<file path="src/sv/dbss_pkg.sv">
`timescale 1ns / 1ps
`default_nettype none
// ----------------------------------------------------------------------------
// dbss_pkg - shared types and constants for the block scan statistics engine
// Block geometry, header codes, mode and status codes, queue record type.
// ----------------------------------------------------------------------------
package dbss_pkg;

    // Block geometry
    localparam int BLOCK_WORDS = 128;
    localparam int POS_W       = $clog2(BLOCK_WORDS);

    // Counters saturate at 2^COUNT_BITS - 1, capped at 16 bits
    localparam int COUNT_BITS  = 16;
    localparam int OUT_CNT_W   = 16;
    localparam int CNT_W       = (COUNT_BITS < OUT_CNT_W) ? COUNT_BITS : OUT_CNT_W;

    // Header and secondary type codes
    localparam logic [31:0] HDR_TYPE    = 32'd2;
    localparam logic [31:0] SEC_ROOT    = 32'd1;
    localparam logic [31:0] SEC_USERDIR = 32'd2;
    localparam logic [31:0] SEC_FILE    = 32'hFFFF_FFFD;

    // Mode register codes
    localparam logic [1:0] MODE_REPAIR = 2'd0;
    localparam logic [1:0] MODE_COPY   = 2'd1;
    localparam logic [1:0] MODE_WALK   = 2'd2;

    // Status codes
    localparam logic [1:0] ST_OK          = 2'd0;
    localparam logic [1:0] ST_UNSUPPORTED = 2'd1;
    localparam logic [1:0] ST_SIZE_ERR    = 2'd2;

    // Queue depth between front and back
    localparam int QUEUE_DEPTH = 2;
    localparam int QPTR_W      = $clog2(QUEUE_DEPTH);
    localparam int QCNT_W      = $clog2(QUEUE_DEPTH + 1);

    // One classified block end / image end
    typedef struct packed {
        logic       ck;     // word sum is zero
        logic       hdr;    // first word was header type
        logic       sec;    // last word is a plausible secondary type
        logic       ends;   // block completed on this word
        logic       last;   // final word of the image
        logic [1:0] mode;   // mode in force for this word
    } t_rec;

endpackage
`default_nettype wire

</file>
<file path="src/sv/dbss_front.sv">
`timescale 1ns / 1ps
`default_nettype none
// ----------------------------------------------------------------------------
// dbss_front - word intake and block classification
// Tracks position and running sum; emits one record per block end or image end.
// ----------------------------------------------------------------------------
module dbss_front (
    input  wire logic                 i_clk,
    input  wire logic                 i_rst_n,
    input  wire logic                 i_in_valid,
    output logic                      o_in_stall,
    input  wire logic [31:0]          i_data_word,
    input  wire logic                 i_last_of_image,
    input  wire logic [1:0]           i_salvage_mode,
    output logic                      o_push,
    output dbss_pkg::t_rec            o_rec,
    input  wire logic                 i_full
);

    logic [dbss_pkg::POS_W-1:0] r_pos, n_pos;
    logic [31:0]                r_sum, n_sum;
    logic                       r_fwh, n_fwh;

    logic        accept;
    logic        ends;
    logic        fwh_eff;
    logic [31:0] sum_new;

    assign o_in_stall = i_full;
    assign accept     = i_in_valid & ~i_full;

    assign ends    = (r_pos == dbss_pkg::POS_W'(dbss_pkg::BLOCK_WORDS - 1));
    assign fwh_eff = (r_pos == '0) ? (i_data_word == dbss_pkg::HDR_TYPE) : r_fwh;
    assign sum_new = r_sum + i_data_word;

    assign o_push    = accept & (ends | i_last_of_image);
    assign o_rec.ck  = (sum_new == 32'd0);
    assign o_rec.hdr = fwh_eff;
    assign o_rec.sec = (i_data_word == dbss_pkg::SEC_ROOT)
                     | (i_data_word == dbss_pkg::SEC_USERDIR)
                     | (i_data_word == dbss_pkg::SEC_FILE);
    assign o_rec.ends = ends;
    assign o_rec.last = i_last_of_image;
    assign o_rec.mode = i_salvage_mode;

    always_comb begin
        n_pos = r_pos;
        n_sum = r_sum;
        n_fwh = r_fwh;
        if (accept) begin
            if (ends | i_last_of_image) begin
                n_pos = '0;
                n_sum = '0;
                n_fwh = 1'b0;
            end else begin
                n_pos = r_pos + 1'b1;
                n_sum = sum_new;
                n_fwh = fwh_eff;
            end
        end
    end

    always_ff @(posedge i_clk) begin
        if (!i_rst_n) begin
            r_pos <= '0;
            r_sum <= '0;
            r_fwh <= 1'b0;
        end else begin
            r_pos <= n_pos;
            r_sum <= n_sum;
            r_fwh <= n_fwh;
        end
    end

endmodule
`default_nettype wire

</file>
<file path="src/sv/dbss_fifo.sv">
`timescale 1ns / 1ps
`default_nettype none
// ----------------------------------------------------------------------------
// dbss_fifo - short record queue between front and back
// Register-based queue of classified records.
// ----------------------------------------------------------------------------
module dbss_fifo (
    input  wire logic           i_clk,
    input  wire logic           i_rst_n,
    input  wire logic           i_push,
    input  wire dbss_pkg::t_rec i_rec,
    output logic                o_full,
    input  wire logic           i_pop,
    output dbss_pkg::t_rec      o_rec,
    output logic                o_empty
);

    dbss_pkg::t_rec                r_mem [dbss_pkg::QUEUE_DEPTH];
    logic [dbss_pkg::QPTR_W-1:0]   r_wptr, n_wptr;
    logic [dbss_pkg::QPTR_W-1:0]   r_rptr, n_rptr;
    logic [dbss_pkg::QCNT_W-1:0]   r_cnt,  n_cnt;

    assign o_full  = (r_cnt == dbss_pkg::QCNT_W'(dbss_pkg::QUEUE_DEPTH));
    assign o_empty = (r_cnt == '0);
    assign o_rec   = r_mem[r_rptr];

    function automatic logic [dbss_pkg::QPTR_W-1:0] f_inc(
        input logic [dbss_pkg::QPTR_W-1:0] p
    );
        if (p == dbss_pkg::QPTR_W'(dbss_pkg::QUEUE_DEPTH - 1)) return '0;
        return p + 1'b1;
    endfunction

    always_comb begin
        n_wptr = r_wptr;
        n_rptr = r_rptr;
        n_cnt  = r_cnt;
        if (i_push) n_wptr = f_inc(r_wptr);
        if (i_pop)  n_rptr = f_inc(r_rptr);
        if (i_push & ~i_pop)      n_cnt = r_cnt + 1'b1;
        else if (~i_push & i_pop) n_cnt = r_cnt - 1'b1;
    end

    always_ff @(posedge i_clk) begin
        if (i_push) r_mem[r_wptr] <= i_rec;
    end

    always_ff @(posedge i_clk) begin
        if (!i_rst_n) begin
            r_wptr <= '0;
            r_rptr <= '0;
            r_cnt  <= '0;
        end else begin
            r_wptr <= n_wptr;
            r_rptr <= n_rptr;
            r_cnt  <= n_cnt;
        end
    end

endmodule
`default_nettype wire

</file>
<file path="src/sv/dbss_back.sv">
`timescale 1ns / 1ps
`default_nettype none
// ----------------------------------------------------------------------------
// dbss_back - per-image counters and result register
// Applies mode rules to each record, bumps saturating counters, drives result.
// ----------------------------------------------------------------------------
module dbss_back (
    input  wire logic                            i_clk,
    input  wire logic                            i_rst_n,
    input  wire dbss_pkg::t_rec                  i_rec,
    input  wire logic                            i_empty,
    output logic                                 o_pop,
    output logic                                 o_out_valid,
    input  wire logic                            i_out_stall,
    output logic                                 o_block_checksum_ok,
    output logic                                 o_block_is_header,
    output logic                                 o_block_header_valid,
    output logic [dbss_pkg::OUT_CNT_W-1:0]       o_total_blocks,
    output logic [dbss_pkg::OUT_CNT_W-1:0]       o_good_checksum_blocks,
    output logic [dbss_pkg::OUT_CNT_W-1:0]       o_header_count,
    output logic [dbss_pkg::OUT_CNT_W-1:0]       o_valid_header_count,
    output logic                                 o_image_done,
    output logic [1:0]                           o_status
);

    localparam int W = dbss_pkg::CNT_W;

    logic [W-1:0] r_blk, n_blk;
    logic [W-1:0] r_good, n_good;
    logic [W-1:0] r_hdr, n_hdr;
    logic [W-1:0] r_vhdr, n_vhdr;

    logic         r_valid;
    logic         r_ck, r_ih, r_hv, r_done;
    logic [1:0]   r_status;
    logic [W-1:0] r_o_blk, r_o_good, r_o_hdr, r_o_vhdr;

    logic       take;
    logic       supported, walk, counted, ck, ih, hv, partial;
    logic [1:0] status;

    function automatic logic [W-1:0] f_bump(input logic [W-1:0] c, input logic en);
        if (en && (c != '1)) return c + 1'b1;
        return c;
    endfunction

    assign take  = ~r_valid | ~i_out_stall;
    assign o_pop = take & ~i_empty;

    assign supported = (i_rec.mode == dbss_pkg::MODE_COPY)
                     | (i_rec.mode == dbss_pkg::MODE_WALK);
    assign walk      = (i_rec.mode == dbss_pkg::MODE_WALK);
    assign counted   = i_rec.ends & supported;
    assign ck        = counted & i_rec.ck;
    assign ih        = counted & walk & i_rec.hdr;
    assign hv        = ih & i_rec.ck & i_rec.sec;
    assign partial   = i_rec.last & ~i_rec.ends;

    // Size error wins over unsupported mode
    always_comb begin
        priority if (partial) status = dbss_pkg::ST_SIZE_ERR;
        else if (!supported)  status = dbss_pkg::ST_UNSUPPORTED;
        else                  status = dbss_pkg::ST_OK;
    end

    always_comb begin
        n_blk  = f_bump(r_blk,  counted);
        n_good = f_bump(r_good, ck);
        n_hdr  = f_bump(r_hdr,  ih);
        n_vhdr = f_bump(r_vhdr, hv);
    end

    always_ff @(posedge i_clk) begin
        if (!i_rst_n) begin
            r_valid <= 1'b0;
            r_blk   <= '0;
            r_good  <= '0;
            r_hdr   <= '0;
            r_vhdr  <= '0;
        end else begin
            if (take) r_valid <= ~i_empty;
            if (o_pop) begin
                if (i_rec.last) begin
                    r_blk  <= '0;
                    r_good <= '0;
                    r_hdr  <= '0;
                    r_vhdr <= '0;
                end else begin
                    r_blk  <= n_blk;
                    r_good <= n_good;
                    r_hdr  <= n_hdr;
                    r_vhdr <= n_vhdr;
                end
            end
        end
    end

    always_ff @(posedge i_clk) begin
        if (o_pop) begin
            r_ck     <= ck;
            r_ih     <= ih;
            r_hv     <= hv;
            r_done   <= i_rec.last;
            r_status <= status;
            r_o_blk  <= n_blk;
            r_o_good <= n_good;
            r_o_hdr  <= n_hdr;
            r_o_vhdr <= n_vhdr;
        end
    end

    assign o_out_valid            = r_valid;
    assign o_block_checksum_ok    = r_ck;
    assign o_block_is_header      = r_ih;
    assign o_block_header_valid   = r_hv;
    assign o_total_blocks         = dbss_pkg::OUT_CNT_W'(r_o_blk);
    assign o_good_checksum_blocks = dbss_pkg::OUT_CNT_W'(r_o_good);
    assign o_header_count         = dbss_pkg::OUT_CNT_W'(r_o_hdr);
    assign o_valid_header_count   = dbss_pkg::OUT_CNT_W'(r_o_vhdr);
    assign o_image_done           = r_done;
    assign o_status               = r_status;

endmodule
`default_nettype wire

</file>
<file path="src/sv/disk_block_scan_stats_top.sv">
`timescale 1ns / 1ps
`default_nettype none
// ----------------------------------------------------------------------------
// disk_block_scan_stats_top - disk image block checksum scanner, top level
// Streams image words, checks block sums and header types, keeps image totals.
// ----------------------------------------------------------------------------
// One word is taken per clock while the queue has room: the front end holds
// only the block position, the 32-bit running sum and the header flag, so
// the single add-and-compare on the running sum sets the pace. A result
// transaction follows the word that ends a 512-byte block or the image,
// passing through the queue and the result register (front end -> queue
// -> result register). Input stalls only when the two-entry queue is full,
// i.e. when the consumer has held its stall long enough to back everything
// up. Counters are per image, saturate at 65535 and restart after the result
// flagged image_done. An image ending part-way through a block gives status
// 2 and the partial block is dropped; repair mode (or the unused code 3)
// counts nothing and reports status 1. Write salvage_mode only while idle;
// the config channel is always ready.
// ----------------------------------------------------------------------------
module disk_block_scan_stats_top (
    input  wire logic                        i_clk,
    input  wire logic                        i_rst_n,
    // config write transaction
    input  wire logic                        i_cfg_valid,
    output logic                             o_cfg_ready,
    input  wire logic [1:0]                  i_cfg_salvage_mode,
    // input word transaction
    input  wire logic                        i_in_valid,
    output logic                             o_in_stall,
    input  wire logic [31:0]                 i_data_word,
    input  wire logic                        i_last_of_image,
    // result transaction
    output logic                             o_out_valid,
    input  wire logic                        i_out_stall,
    output logic                             o_block_checksum_ok,
    output logic                             o_block_is_header,
    output logic                             o_block_header_valid,
    output logic [dbss_pkg::OUT_CNT_W-1:0]   o_total_blocks,
    output logic [dbss_pkg::OUT_CNT_W-1:0]   o_good_checksum_blocks,
    output logic [dbss_pkg::OUT_CNT_W-1:0]   o_header_count,
    output logic [dbss_pkg::OUT_CNT_W-1:0]   o_valid_header_count,
    output logic                             o_image_done,
    output logic [1:0]                       o_status
);

    // Mode register, resets to file walk
    logic [1:0] r_salvage_mode;

    always_ff @(posedge i_clk) begin
        if (!i_rst_n) begin
            r_salvage_mode <= dbss_pkg::MODE_WALK;
        end else if (i_cfg_valid && o_cfg_ready) begin
            r_salvage_mode <= i_cfg_salvage_mode;
        end
    end

    assign o_cfg_ready = 1'b1;

    // front -> queue -> back
    dbss_pkg::t_rec push_rec, pop_rec;
    logic           push, full, pop, empty;

    // Front: position/sum tracking, mode sampled per word
    dbss_front u_front (
        .i_clk           (i_clk),
        .i_rst_n         (i_rst_n),
        .i_in_valid      (i_in_valid),
        .o_in_stall      (o_in_stall),
        .i_data_word     (i_data_word),
        .i_last_of_image (i_last_of_image),
        .i_salvage_mode  (r_salvage_mode),
        .o_push          (push),
        .o_rec           (push_rec),
        .i_full          (full)
    );

    // Decoupling queue
    dbss_fifo u_fifo (
        .i_clk   (i_clk),
        .i_rst_n (i_rst_n),
        .i_push  (push),
        .i_rec   (push_rec),
        .o_full  (full),
        .i_pop   (pop),
        .o_rec   (pop_rec),
        .o_empty (empty)
    );

    // Back: counters and result register
    dbss_back u_back (
        .i_clk                  (i_clk),
        .i_rst_n                (i_rst_n),
        .i_rec                  (pop_rec),
        .i_empty                (empty),
        .o_pop                  (pop),
        .o_out_valid            (o_out_valid),
        .i_out_stall            (i_out_stall),
        .o_block_checksum_ok    (o_block_checksum_ok),
        .o_block_is_header      (o_block_is_header),
        .o_block_header_valid   (o_block_header_valid),
        .o_total_blocks         (o_total_blocks),
        .o_good_checksum_blocks (o_good_checksum_blocks),
        .o_header_count         (o_header_count),
        .o_valid_header_count   (o_valid_header_count),
        .o_image_done           (o_image_done),
        .o_status               (o_status)
    );

endmodule
`default_nettype wire

</file>
<file path="config.mk">
export PLATFORM = sky130hd
export DESIGN_NAME = disk_block_scan_stats_top
export DESIGN_NICKNAME = d
export VERILOG_FILES = /design/src/sv/dbss_pkg.sv /design/src/sv/dbss_front.sv /design/src/sv/dbss_fifo.sv /design/src/sv/dbss_back.sv /design/src/sv/disk_block_scan_stats_top.sv
export SDC_FILE = /design/constraint.sdc
export NUM_CORES = 1
export LEC_CHECK = 0
export BUFFER_PORTS_ARGS = -buffer_cell sky130_fd_sc_hd__clkbuf_2
export CORE_MARGIN = 1
export CORE_UTILIZATION = 55
export DETAILED_ROUTE_END_ITERATION = 10
export PLACE_DENSITY = 0.79
export SLEW_MARGIN = 20
export SYNTH_ARGS = -nofsm -noshare
export SYNTH_HDL_FRONTEND = slang
export SYNTH_SLANG_ARGS = --single-unit
export TNS_END_PERCENT = 5
</file>
<file path="constraint.sdc">
create_clock -name i_clk -period 9.1 [get_ports i_clk]
set_input_delay 1.82 -clock i_clk [delete_from_list [all_inputs] [get_ports i_clk]]
set_output_delay 1.82 -clock i_clk [all_outputs]
set_load 0.03 [all_outputs]
</file>
# Word-level counts from Yosys, hierarchy flattened
# Memories as Yosys holds them, arrays and structs flattened. A register that Yosys moved wholly into a read port is not among the register bits.
# Cells that the tools add are included.
# Widths: inputs -> output; s select.
[word_totals]
register_bits = 181
ramBits = 14
mem_count = 1
[memory_table]
columns = ["memory", "words", "width", "read_ports", "rd_clocked_by_memory_dff", "wr", "line_no", "rtl"]
rows = [
  ["u_fifo.r_mem", 2, 7, 1, 1, 1, "dbss_fifo.sv:18", "dbss_pkg::t_rec r_mem [dbss_pkg::QUEUE_DEPTH];"],
]
[op_classes]
addsub = 10
n_eq_ne = 11
muxes = 35
bitwise_logic = 24
n_reduce_logical = 8
[op_table]
columns = ["op", "n"]
rows = [
  ["$mux 16", 12],
  ["$add 16x1->16 const B", 4],
  ["$ne 16x16->1 const B", 4],
  ["$add 32x32->32", 1],
  ["$eq 32x1->1 const B", 1],
  ["$eq 32x2->1 const B", 1],
  ["$eq 32x32->1 const B", 1],
  ["$logic_not 32->1", 1],
  ["$mux 32", 1],
  ["$mux 1", 19],
  ["$and 1x1->1", 12],
  ["$add 7x1->7 const B", 1],
  ["$eq 7x7->1 const B", 1],
  ["$logic_not 7->1", 1],
  ["$mux 7", 1],
  ["$not 1->1", 7],
  ["$or 1x1->1", 5],
  ["$eq 2x2->1 const B", 2],
  ["$logic_and 1x1->1", 4],
  ["$mux 2", 2],
  ["$add 1x1->1 const B", 2],
  ["$add 2x1->2 const B", 1],
  ["$eq 2x1->1 const B", 1],
  ["$logic_not 2->1", 1],
  ["2 further kinds", 2],
]

# Depth between registers and ports, before layout
# Gate-level depths: netlist of run 1.
[logic_depth]
word_depth = 11
depth_mapped = 12
ltp_nobuf = 11

# Modules after synthesis
# Synthesis of run 1 repeated with hierarchy kept, for this count alone.
[unflattened]
cells_unflattened = 1119
hier_area_um2 = 10787.8
[modules_own_cells]
columns = ["module", "instances", "cells_per_inst", "area_each_um2"]
rows = [
  ["dbss_back", 1, 628, 6490.0],
  ["dbss_front", 1, 439, 3493.4],
  ["dbss_fifo", 1, 44, 723.2],
  ["disk_block_scan_stats_top", 1, 8, 81.3],
]

# Worst setup path after synthesis of run 1
# Ideal clock, no wire load.
[synth_timing]
kind = "input port to flip-flop"
startpoint = "in i_data_word[0]"
endpoint = "mem u_fifo.r_mem[0][6] (netlist bit), data pin"
setup_ps = 181
arrival_time_ps = 4817
slack_ps = 4102
cell_stages = 11
cell_sequence = "ha_1 -> fa_1 -> a21oi_2 -> o211ai_2 -> a31oi_2 -> o211ai_1 -> xor2_1 -> a211oi_1 -> or4b_1 -> or4_1 -> nor4b_2"
[synth_rtl]
columns = ["item", "line_no", "rtl"]
rows = [
  ["from (decl)", "disk_block_scan_stats_top.sv:30", "input wire logic [31:0] i_data_word,"],
  ["to (decl)", "dbss_fifo.sv:18", ""],
]

==> results.json, run 1 <==
{
  "synth_cell_types": 74,
  "die_w_um": 140,
  "ys_seq_area_share_pct": 45.5,
  "vias": 8418,
  "power_density_nw_per_um2": 246,
  "dr.pass1.iters": 8,
  "start_kind": "input port",
  "ys.warnings.count": 0,
  "arrival_ns": 5.33,
  "clkSinkCount": 196,
  "max_freq_ghz": 0.197,
  "layout_min_cycle_time_ns": 5.08,
  "die-area_sq_um": 19600,
  "maxSlewHeadroom_pct": 31.0,
  "core_area_sq_um": 18700,
  "syn_avg_cell_area_sq_um": 9.57,
  "vias_per_cell": 5.90,
  "fin_setup_tns_ns": 0,
  "gr-total-overflow": 0,
  "synth_flop_cell": "dfxtp_1",
  "status": "finished with violations",
  "worstHoldPathType": "reg2reg",
  "ir_worst_vdd_uv": 195,
  "holdBufCountCts": 0,
  "n_antenna_cell": 0,
  "cts.reportedPaths.clkPinSlew_ns": 0.08,
  "final_cells": 1426,
  "endpoint_kind": "flip-flop",
  "die_y_um": 140,
  "cts_root_buf": "clkbuf_16",
  "wirelength_um": 23000,
  "syn_nets": 1174,
  "post-route-util_pct": 63.0,
  "nets": 1259,
  "async_flop_share_pct": 0,
  "antenna_found_initial": 0,
  "leakage_nw": 4.59,
  "max_cap_viol_count": 0,
  "drtIter0Drc": 664,
  "hpwl_um": 15800,
  "drc": 2,
  "synth-edff-count": 84,
  "hold_viol": 0,
  "start_util_pct": 56.0,
  "worst_pin_slew_ns": 1.03,
  "cts_made_buffers": 17,
  "syn_inst": 1094,
  "drive_gt1_share_pct": 15.4,
  "clk_latency_ns": 0.44,
  "wl_per_cell_um": 16.2,
  "violations": "design-rule violations",
  "tritoncts": "built",
  "finalSetupViolCount": 0,
  "finalMaxSlewViolations": 0,
  "period_share_pct": 55.9,
  "grt_pass1_vias": 7729,
  "fillers": 1564,
  "placed_cells": 1394,
  "grt_pass1_wl_um": 38000,
  "crit_type": "in2reg",
  "post-cts-setup-buffer-count": 0,
  "cts_buffer_depth": 2,
  "port-buffer-count": 111,
  "row_count": 50,
  "rsz0062_at_grt": "false",
  "cts_resized": 0,
  "cp_max_fo": 5,
  "grt_max_degree": 109,
  "ios": 113,
  "area_growth_pct": 12.5,
  "power_mw": 2.90,
  "ys_ff_latch": 196,
  "gp_congestion": 0.919,
  "fin_skew_ns": 0.0153,
  "ant_nets": 0,
  "htree_levels": 4,
  "cp_data_required_time_ns": 9.34,
  "syn-cell-area_sq_um": 10500,
  "track_usage_pct": 24.1
}
critical path, cell delays in order:
cell,delay [ns]
clkbuf_2,0.12
ha_1,0.26
fa_1,0.44
a21oi_2,0.21
o211ai_2,0.13
a31oi_2,0.38
o211ai_1,0.18
xor2_1,0.18
a211oi_1,0.30
or4b_1,0.45
or4_1,0.55
nor4b_2,0.32
cells in the final DEF (no fill, tap or decap), drive strengths merged, types with 3 or more instances in the layout:
| cell type | n |
|---|---|
| a211oi | 6 |
| a21boi | 13 |
| a21o | 21 |
| a21oi | 53 |
| a22oi | 59 |
| a31oi | 6 |
| and2 | 22 |
| and3 | 18 |
| and4 | 5 |
| buf | 6 |
| clkbuf | 128 |
| clkinv | 9 |
| dfxtp | 112 |
| edfxtp | 84 |
| ha | 39 |
| inv | 24 |
| mux2 | 5 |
| mux2i | 7 |
| nand2 | 85 |
| nand3 | 46 |
| nand3b | 3 |
| nand4 | 26 |
| nor2 | 71 |
| nor2b | 85 |
| nor3 | 32 |
| nor4 | 21 |
| o2111ai | 3 |
| o211ai | 8 |
| o21a | 4 |
| o21ai | 50 |
| o31ai | 6 |
| or2 | 4 |
| or3 | 6 |
| or4 | 5 |
| xnor2 | 56 |
| xor2 | 36 |
power by group:
part	switching [mW]	internal [mW]
registers	0.0598	1.12
logic	0.704	0.259
clock network	0.381	0.374
total	1.14	1.75
synth_stat cells (13+ instances only):
library cell,n,area share (%)
dfxtp_1,112,21
and2_1,20,1.2
edfxtp_1,84,24
nor2b_1,85,5.1
a21o_1,21,1.5
nand3_1,46,2.2
ha_1,39,4.7
a21boi_0,13,0.93
xnor2_1,56,4.7
nor4_1,20,1.2
a22oi_1,59,4.2
and3_1,17,1.0
o21ai_0,46,2.2
nand2_1,84,3.0
nand4_1,26,1.6
a21oi_1,49,2.3
inv_1,18,0.64
nor2_1,71,2.5
xor2_1,36,3.0
clkbuf_1,44,1.6
nor3_1,31,1.5
cells by family (layout without fill, tap and decap cells):
| group | after synthesis | after routing | synth area share (%) |
|---|---|---|---|
| xor gates and xnor gates | 92 | 92 | 7.69 |
| and+or+nand+nor | 436 | 436 | 22.0 |
| DFF | 196 | 196 | 45.5 |
| AOI/OAI and AO/OA | 247 | 247 | 16.0 |
| other | 1 | 1 | 0.0358 |
| buffers and inverters | 70 | 168 | 2.70 |
| muxes | 12 | 12 | 1.21 |
| adders and majority gates | 40 | 40 | 4.85 |
path summary, 6_finish.rpt:
path                                        from                  to  slack, ns  depth (start not counted)
worst min-delay path            u_front.r_sum[0]    u_front.r_sum[0]       0.48                          2
worst max-delay path              i_data_word[0]  u_fifo.r_mem[1][6]       4.02                         12
worst min register to register  u_front.r_sum[0]    u_front.r_sum[0]       0.48                          2
worst max register to register  u_front.r_sum[0]  u_fifo.r_mem[1][6]       5.22                         11
final cells by class:
type / instances / area, sq um / share of cell area [%]
timing repair buffer: 117 / 601 / 5.09
inverter: 19 / 72.6 / 0.616
tap: 234 / 293 / 2.48
clock inverter: 15 / 188 / 1.59
multi-input combinational: 828 / 5450 / 46.2
sequential: 196 / 4760 / 40.4
clock buffer: 17 / 425 / 3.61
registers in the layout (all words and copies together), names as in the netlist, 16 cells and up, named ones only:
register,cells
u_back.o_good_checksum_blocks,16
u_back.o_header_count,16
u_back.o_total_blocks,16
u_back.o_valid_header_count,16
u_back.r_blk,16
u_back.r_good,16
u_back.r_hdr,16
u_back.r_vhdr,16
u_front.r_sum,32
per-layer routing:
layer	global-route usage, %	part of all wire [%]
met1	32.4	46
met3	3.11	4.6
met2	40.1	48
met4	8.04	1.7
met5	0	0
per-stage QoR:
| step | hold slack [ns] | cell area (sq um) | setup WS, ns |
|---|---|---|---|
| floorplan | 0.425 | 10500 | 4.10 |
| global placement | 0.440 | 11200 | 3.71 |
| detailed placement | 0.452 | 11200 | 3.60 |
| CTS | 0.485 | 11800 | 4.03 |
| global route | 0.502 | 11800 | 3.76 |
| finish | 0.482 | 11800 | 4.02 |
Power figures use the tool's default switching activity.
==> inputs of run 2 (changes only) <==
--- a/config.mk
+++ b/config.mk
@@ -7,9 +7,9 @@
 export LEC_CHECK = 0
 export BUFFER_PORTS_ARGS = -buffer_cell sky130_fd_sc_hd__clkbuf_2
 export CORE_MARGIN = 1
-export CORE_UTILIZATION = 55
+export CORE_UTILIZATION = 54
 export DETAILED_ROUTE_END_ITERATION = 10
-export PLACE_DENSITY = 0.79
+export PLACE_DENSITY = 0.81
 export SLEW_MARGIN = 20
 export SYNTH_ARGS = -nofsm -noshare
 export SYNTH_HDL_FRONTEND = slang
==> constraint.sdc (replaced) <==
create_clock -name i_clk -period 4.23 [get_ports i_clk]
set_input_delay 0.846 -clock i_clk [delete_from_list [all_inputs] [get_ports i_clk]]
set_output_delay 0.846 -clock i_clk [all_outputs]
set_load 0.03 [all_outputs]
==> run 2 against run 1 <==
The flow now finishes without violations. Worst setup slack got worse by 3.7 ns. Global-route usage decreased by 0.32 points. First-iteration DRC count decreased by 17%. Largest power group unchanged.
==> results.json, run 2 (same netlist as run 1, synthesis figures left out) <==
{
  "status": "finished, final reports clean",
  "htree_levels": 4,
  "p_comb_share_pct": 33.7,
  "row_count": 50,
  "switching_power_mw": 2.46,
  "grt_pass1_vias": 7846,
  "whs_path_depth": 2,
  "rsz0062_at_grt": "false",
  "seqPwrFrac_pct": 40.5,
  "clk_latency_ns": 0.43,
  "wl_per_cell_um": 15.7,
  "path_cells": "clkbuf_2 -> ha_1 -> fa_1 -> a21oi_2 -> o211ai_2 -> a31oi_2 -> buf_4 -> o211ai_1 -> xor2_1 -> a211oi_1 -> or4b_1 -> or4_1 -> nor4b_2",
  "antenna_found_initial": 0,
  "holdBufCountCts": 0,
  "die-area_sq_um": 20000,
  "final_common_cell": "dfxtp_1",
  "placed_area_sq_um": 11400,
  "start_util_pct": 55.6,
  "gp_congestion": 0.906,
  "ant_nets": 0,
  "fin_ws_ns": 0.333,
  "clkSinkCount": 196,
  "ios": 113,
  "vias": 8450,
  "grt_pass1_wl_um": 37900,
  "placed_cells": 1448,
  "arrival_ns": 4.14,
  "drc": 0,
  "period_share_pct": 92.1,
  "r2r_cells": 12,
  "largest-register": "u_front.r_sum",
  "maxSlewHeadroom_pct": 34.9,
  "fillers": 1526,
  "endpoint_kind": "flip-flop",
  "netSwitchingFraction_pct": 39.2,
  "max_cap_viol_count": 0,
  "fin_skew_ns": 0.0115,
  "drive_gt1_share_pct": 17.4,
  "p_int_mw": 3.81,
  "place_ws_ns": -0.0733,
  "crit_family": "simple AND/OR/NAND/NOR gates",
  "largest_reg_flops": 32,
  "die_w_um": 141,
  "grt_max_degree": 60,
  "gr-total-overflow": 0,
  "seq_area_sq_um": 4760,
  "dr.pass1.iters": 6,
  "leakage_nw": 4.73,
  "drtIter0Drc": 553,
  "track_usage_pct": 23.7,
  "critPathBufInv": 2,
  "multiInputGateArea_sq_um": 5440,
  "cts_buffer_depth": 2,
  "post-cts-setup-buffer-count": 0,
  "cts_made_buffers": 17,
  "ir_worst_vdd_uv": 381,
  "worstHoldPathType": "reg2reg",
  "clkPwrFrac_pct": 25.8,
  "final_cell_mix": "dfxtp_1, clkbuf_2, nor2b_1",
  "slowest_delay_ns": 0.54,
  "n_antenna_cell": 0,
  "cp.depth": 13,
  "cp_max_fo": 5,
  "cp_data_required_time_ns": 4.48,
  "layout_min_cycle_time_ns": 3.90,
  "final_cells": 1480,
  "cts.reportedPaths.clkPinSlew_ns": 0.08,
  "wirelength_um": 23200,
  "critPathSlowestCell": "or4_1",
  "nets": 1287,
  "finalMaxSlewViolations": 0,
  "cts_root_buf": "clkbuf_16",
  "crit_type": "in2reg",
  "hold_viol": 0,
  "whs_ns": 0.475,
  "fin_area_sq_um": 12000,
  "max_freq_ghz": 0.257,
  "power_density_nw_per_um2": 522,
  "hpwl_um": 16400,
  "cts_resized": 0,
  "port-buffer-count": 111,
  "vias_per_cell": 5.71,
  "die_y_um": 141,
  "tritoncts": "built",
  "finalSetupViolCount": 0,
  "worst_pin_slew_ns": 0.977,
  "start_kind": "input port",
  "core_area_sq_um": 18800,
  "area_growth_pct": 14.8
}
==> run 2: metrics by stage <==
step / setup TNS, ns / util [%] / power, mW
4_1_cts: 0 / 63.8 / 6.31
3_5_place_dp: -0.147 / 60.6 / 4.70
3_3_place_gp: -0.0259 / 60.6 / 4.67
5_1_grt: 0 / 63.9 / 6.58
6_report: 0 / 63.9 / 6.28
2_1_floorplan: 0 / - / 4.10
==> run 2: area by class of cell <==
| class | count | share of cell area, % |
|---|---|---|
| multi-input combinational | 828 | 45.2 |
| inverter | 19 | 0.603 |
| tap | 260 | 2.70 |
| clock buffer | 17 | 3.54 |
| clock inverter | 15 | 1.55 |
| timing repair buffer | 145 | 6.74 |
| sequential | 196 | 39.6 |
==> run 2: path summary, 6_finish.rpt <==
kind,startpoint,to,slack [ns]
worst max-delay path,i_data_word[0],u_fifo.r_mem[1][6],0.33
worst min-delay path,u_front.r_sum[20],u_front.r_sum[20],0.47
worst max register to register,u_front.r_sum[0],u_fifo.r_mem[1][6],0.53
worst min register to register,u_front.r_sum[20],u_front.r_sum[20],0.47
==> run 2: power by group through the flow <==
stage               clock network (mW)  registers, mW  logic, mW
floorplan                            0           3.19      0.909
global placement                     0           2.58       2.09
detailed placement                   0           2.59       2.11
CTS                               1.64           2.54       2.12
global route                      1.72           2.58       2.28
finish                            1.62           2.54       2.12
==> run 2: worst register-to-register path, stage by stage (launching register included) <==
cell and delay, ns:
dfxtp_1 0.32, ha_1 0.21, fa_1 0.41, a21oi_2 0.21
o211ai_2 0.11, a31oi_2 0.18, buf_4 0.17, o211ai_1 0.11
xor2_1 0.17, a211oi_1 0.31, or4b_1 0.46, or4_1 0.54
nor4b_2 0.31
==> run 2: layer usage <==
layer	vias up	wire length (um)	global-route usage, %
met5	-	0	0
met3	27	1300	3.95
met4	0	343	6.35
met1	3933	10400	31.2
met2	257	11100	40.6
li1	4233	-	-
==> inputs of run 3 (changes only) <==
--- a/config.mk
+++ b/config.mk
@@ -8,10 +8,12 @@
 export BUFFER_PORTS_ARGS = -buffer_cell sky130_fd_sc_hd__clkbuf_2
 export CORE_MARGIN = 1
 export CORE_UTILIZATION = 54
+export CTS_CLUSTER_SIZE = 14
 export DETAILED_ROUTE_END_ITERATION = 10
 export PLACE_DENSITY = 0.81
 export SLEW_MARGIN = 20
 export SYNTH_ARGS = -nofsm -noshare
 export SYNTH_HDL_FRONTEND = slang
+export SYNTH_HIERARCHICAL = 1
 export SYNTH_SLANG_ARGS = --single-unit
 export TNS_END_PERCENT = 5
==> run 3 against run 2 <==
Design area is 1.8% higher. Maximum frequency decreased by 0.13%. Count of clock-buffer cells in the layout rose by 1. Critical path type unchanged. Non-clock buffer count is 15 lower. Power hardly changed. Clock power is 11% higher. Largest cell class unchanged.
==> results.json, run 3 <==
{
  "drc": 0,
  "vias_per_cell": 6.12,
  "synth_top_area_share_pct": 23.4,
  "critPathSlowestCell": "or4_1",
  "critPathBufInv": 1,
  "p_comb_share_pct": 31.7,
  "drive_gt1_share_pct": 17.3,
  "fillers": 1579,
  "grt_pass1_wl_um": 41800,
  "largest-register": "u_front/r_sum",
  "ys_top_cells_by_area": "edfxtp_1, dfxtp_1, xnor2_1, ha_1, nand2_1",
  "r2r-start": "u_front/r_sum[12]",
  "final_common_cell": "dfxtp_1",
  "synth_common_cells": "dfxtp_1, nand2_1, edfxtp_1",
  "synth_flop_cell": "dfxtp_1",
  "clkSinkCount": 196,
  "fin_area_sq_um": 12200,
  "dr.pass1.iters": 5,
  "cts_resized": 0,
  "seqPwrFrac_pct": 39.6,
  "port-buffer-count": 111,
  "ir_worst_vdd_uv": 326,
  "ys.warnings.count": 6,
  "antenna_found_initial": 1,
  "post-cts-setup-buffer-count": 0,
  "crit_type": "in2reg",
  "max_freq_ghz": 0.256,
  "max_cap_viol_count": 0,
  "gp_congestion": 0.919,
  "arrival_ns": 4.17,
  "whs_path_depth": 2,
  "ff2ff_setup_slack_ns": 0.51,
  "clkPwrFrac_pct": 28.7,
  "die-area_sq_um": 20500,
  "synth_cell_types": 90,
  "cp_data_required_time_ns": 4.50,
  "start_util_pct": 55.2,
  "hold_viol": 0,
  "die_w_um": 143,
  "whs_ns": 0.481,
  "r2r_cells": 11,
  "placed_area_sq_um": 11600,
  "netSwitchingFraction_pct": 36.9,
  "synth_area_leader_cell": "edfxtp_1",
  "post-route-util_pct": 62.7,
  "holdBufCountCts": 0,
  "finalSetupViolCount": 0,
  "min-delay-start": "u_front/r_sum[0]",
  "start_kind": "input port",
  "vias": 9106,
  "path_cells": "clkbuf_2 -> ha_1 -> nand4_1 -> nor4_1 -> a21bo_1 -> nand4bb_1 -> o221ai_1 -> o41ai_1 -> xor2_1 -> or4_1 -> nor4b_1 -> nor3b_2",
  "cts_made_buffers": 17,
  "die_y_um": 143,
  "power_density_nw_per_um2": 513,
  "final_cell_mix": "dfxtp_1, clkbuf_2, nand2_1",
  "switching_power_mw": 2.32,
  "htree_levels": 4,
  "wirelength_um": 26000,
  "wl_per_cell_um": 17.5,
  "syn-cell-area_sq_um": 10800,
  "gr-total-overflow": 0,
  "power_mw": 6.28,
  "hpwl_um": 18300,
  "row_count": 51,
  "area_growth_pct": 13.5,
  "rsz0062_at_grt": "false",
  "syn_inst": 1119,
  "cts_root_buf": "clkbuf_16",
  "status": "finished, final reports clean",
  "ys_seq_area_share_pct": 44.2,
  "cp_max_fo": 6,
  "ant_nets": 0,
  "syn_nets": 1199,
  "grt_max_degree": 58,
  "seq_area_sq_um": 4760,
  "crit_family": "simple AND/OR/NAND/NOR gates",
  "layout_min_cycle_time_ns": 3.90,
  "fin_skew_ns": 0.0126,
  "worstHoldPathType": "reg2reg",
  "p_int_mw": 3.96,
  "synth-edff-count": 84,
  "cts.reportedPaths.clkPinSlew_ns": 0.07,
  "largest_reg_flops": 32,
  "maxSlewHeadroom_pct": 36.0,
  "multiInputGateArea_sq_um": 5670,
  "track_usage_pct": 26.1,
  "placed_cells": 1455,
  "grt_pass1_vias": 8354,
  "slowest_delay_ns": 0.53,
  "period_share_pct": 92.2,
  "r2r_end": "u_fifo/r_mem[0][6]",
  "synth.most_common_cell": "dfxtp_1",
  "async_flop_share_pct": 0,
  "nets": 1289,
  "clk_latency_ns": 0.44,
  "holdPathEnd": "u_front/r_sum[0]",
  "core_area_sq_um": 19500,
  "tritoncts": "built",
  "leakage_nw": 4.66,
  "syn_avg_cell_area_sq_um": 9.64,
  "cts_buffer_depth": 2,
  "endpoint_kind": "flip-flop",
  "drtIter0Drc": 879,
  "ys_ff_latch": 196,
  "final_cells": 1488,
  "finalMaxSlewViolations": 0,
  "worst_pin_slew_ns": 0.957,
  "ios": 113
}
[run 3: worst max path at each step]
stage	start	endpoint	slack, ns	cells past startpoint
floorplan	i_data_word[0]	u_fifo/r_mem[0][6]	0.34	12
finish	i_data_word[6]	u_fifo/r_mem[0][6]	0.33	12
detailed placement	i_data_word[0]	u_fifo/r_mem[0][6]	-0.01	13
CTS	i_data_word[0]	u_fifo/r_mem[0][6]	0.42	13
global route	i_data_word[6]	u_fifo/r_mem[0][6]	0.13	12
global placement	i_data_word[0]	u_fifo/r_mem[0][6]	0.08	13
[run 3: area by class of cell]
class,count,area share [%]
flip-flops and latches,196,38.9
inverters,26,0.807
clock inverters,14,1.89
multi-input cells,838,46.3
well taps,265,2.71
diodes,1,0.0204
repair buffers,130,5.80
clock buffers,18,3.59
[run 3: per-layer routing]
layer  GRT usage [%]  share of wire, %  vias to the layer above
met5               0                 0                        -
met4            11.6               2.9                        0
met3            4.07               6.6                       61
met2            42.1                46                      390
met1            34.8                44                     4288
li1                -                 -                     4367
[run 3: power groups by stage]
stage,sequential (mW),combinational [mW],clock (mW)
after global placement,2.52,1.95,0
after detailed placement,2.53,1.97,0
after global routing,2.53,2.14,1.90
after floorplan,2.98,0.934,0
final,2.49,1.99,1.80
after CTS,2.49,1.98,1.83
[run 3: kinds of logic after synthesis]
kind of cell / Yosys count / synth area share [%]
xor+xnor: 91 / 7.46
other cells: 1 / 0.0348
flops: 196 / 44.2
compound gates: 264 / 16.5
mux: 21 / 2.16
simple gates: 421 / 21.5
fa+ha+maj: 40 / 4.71
buf+inv: 85 / 3.48
[run 3: through the flow]
step	setup WS, ns	TNS, ns
2_1_floorplan	0.341	0
3_3_place_gp	0.0846	0
3_5_place_dp	-0.0118	-0.0235
4_1_cts	0.419	0
5_1_grt	0.135	0
6_report	0.328	0
[run 3: tightest hold or removal path, delay by kind of cell (launching register included)]
kind            cells  cell delay [ns]
compound gates      1             0.06
flops               1             0.32
simple gates        1             0.05
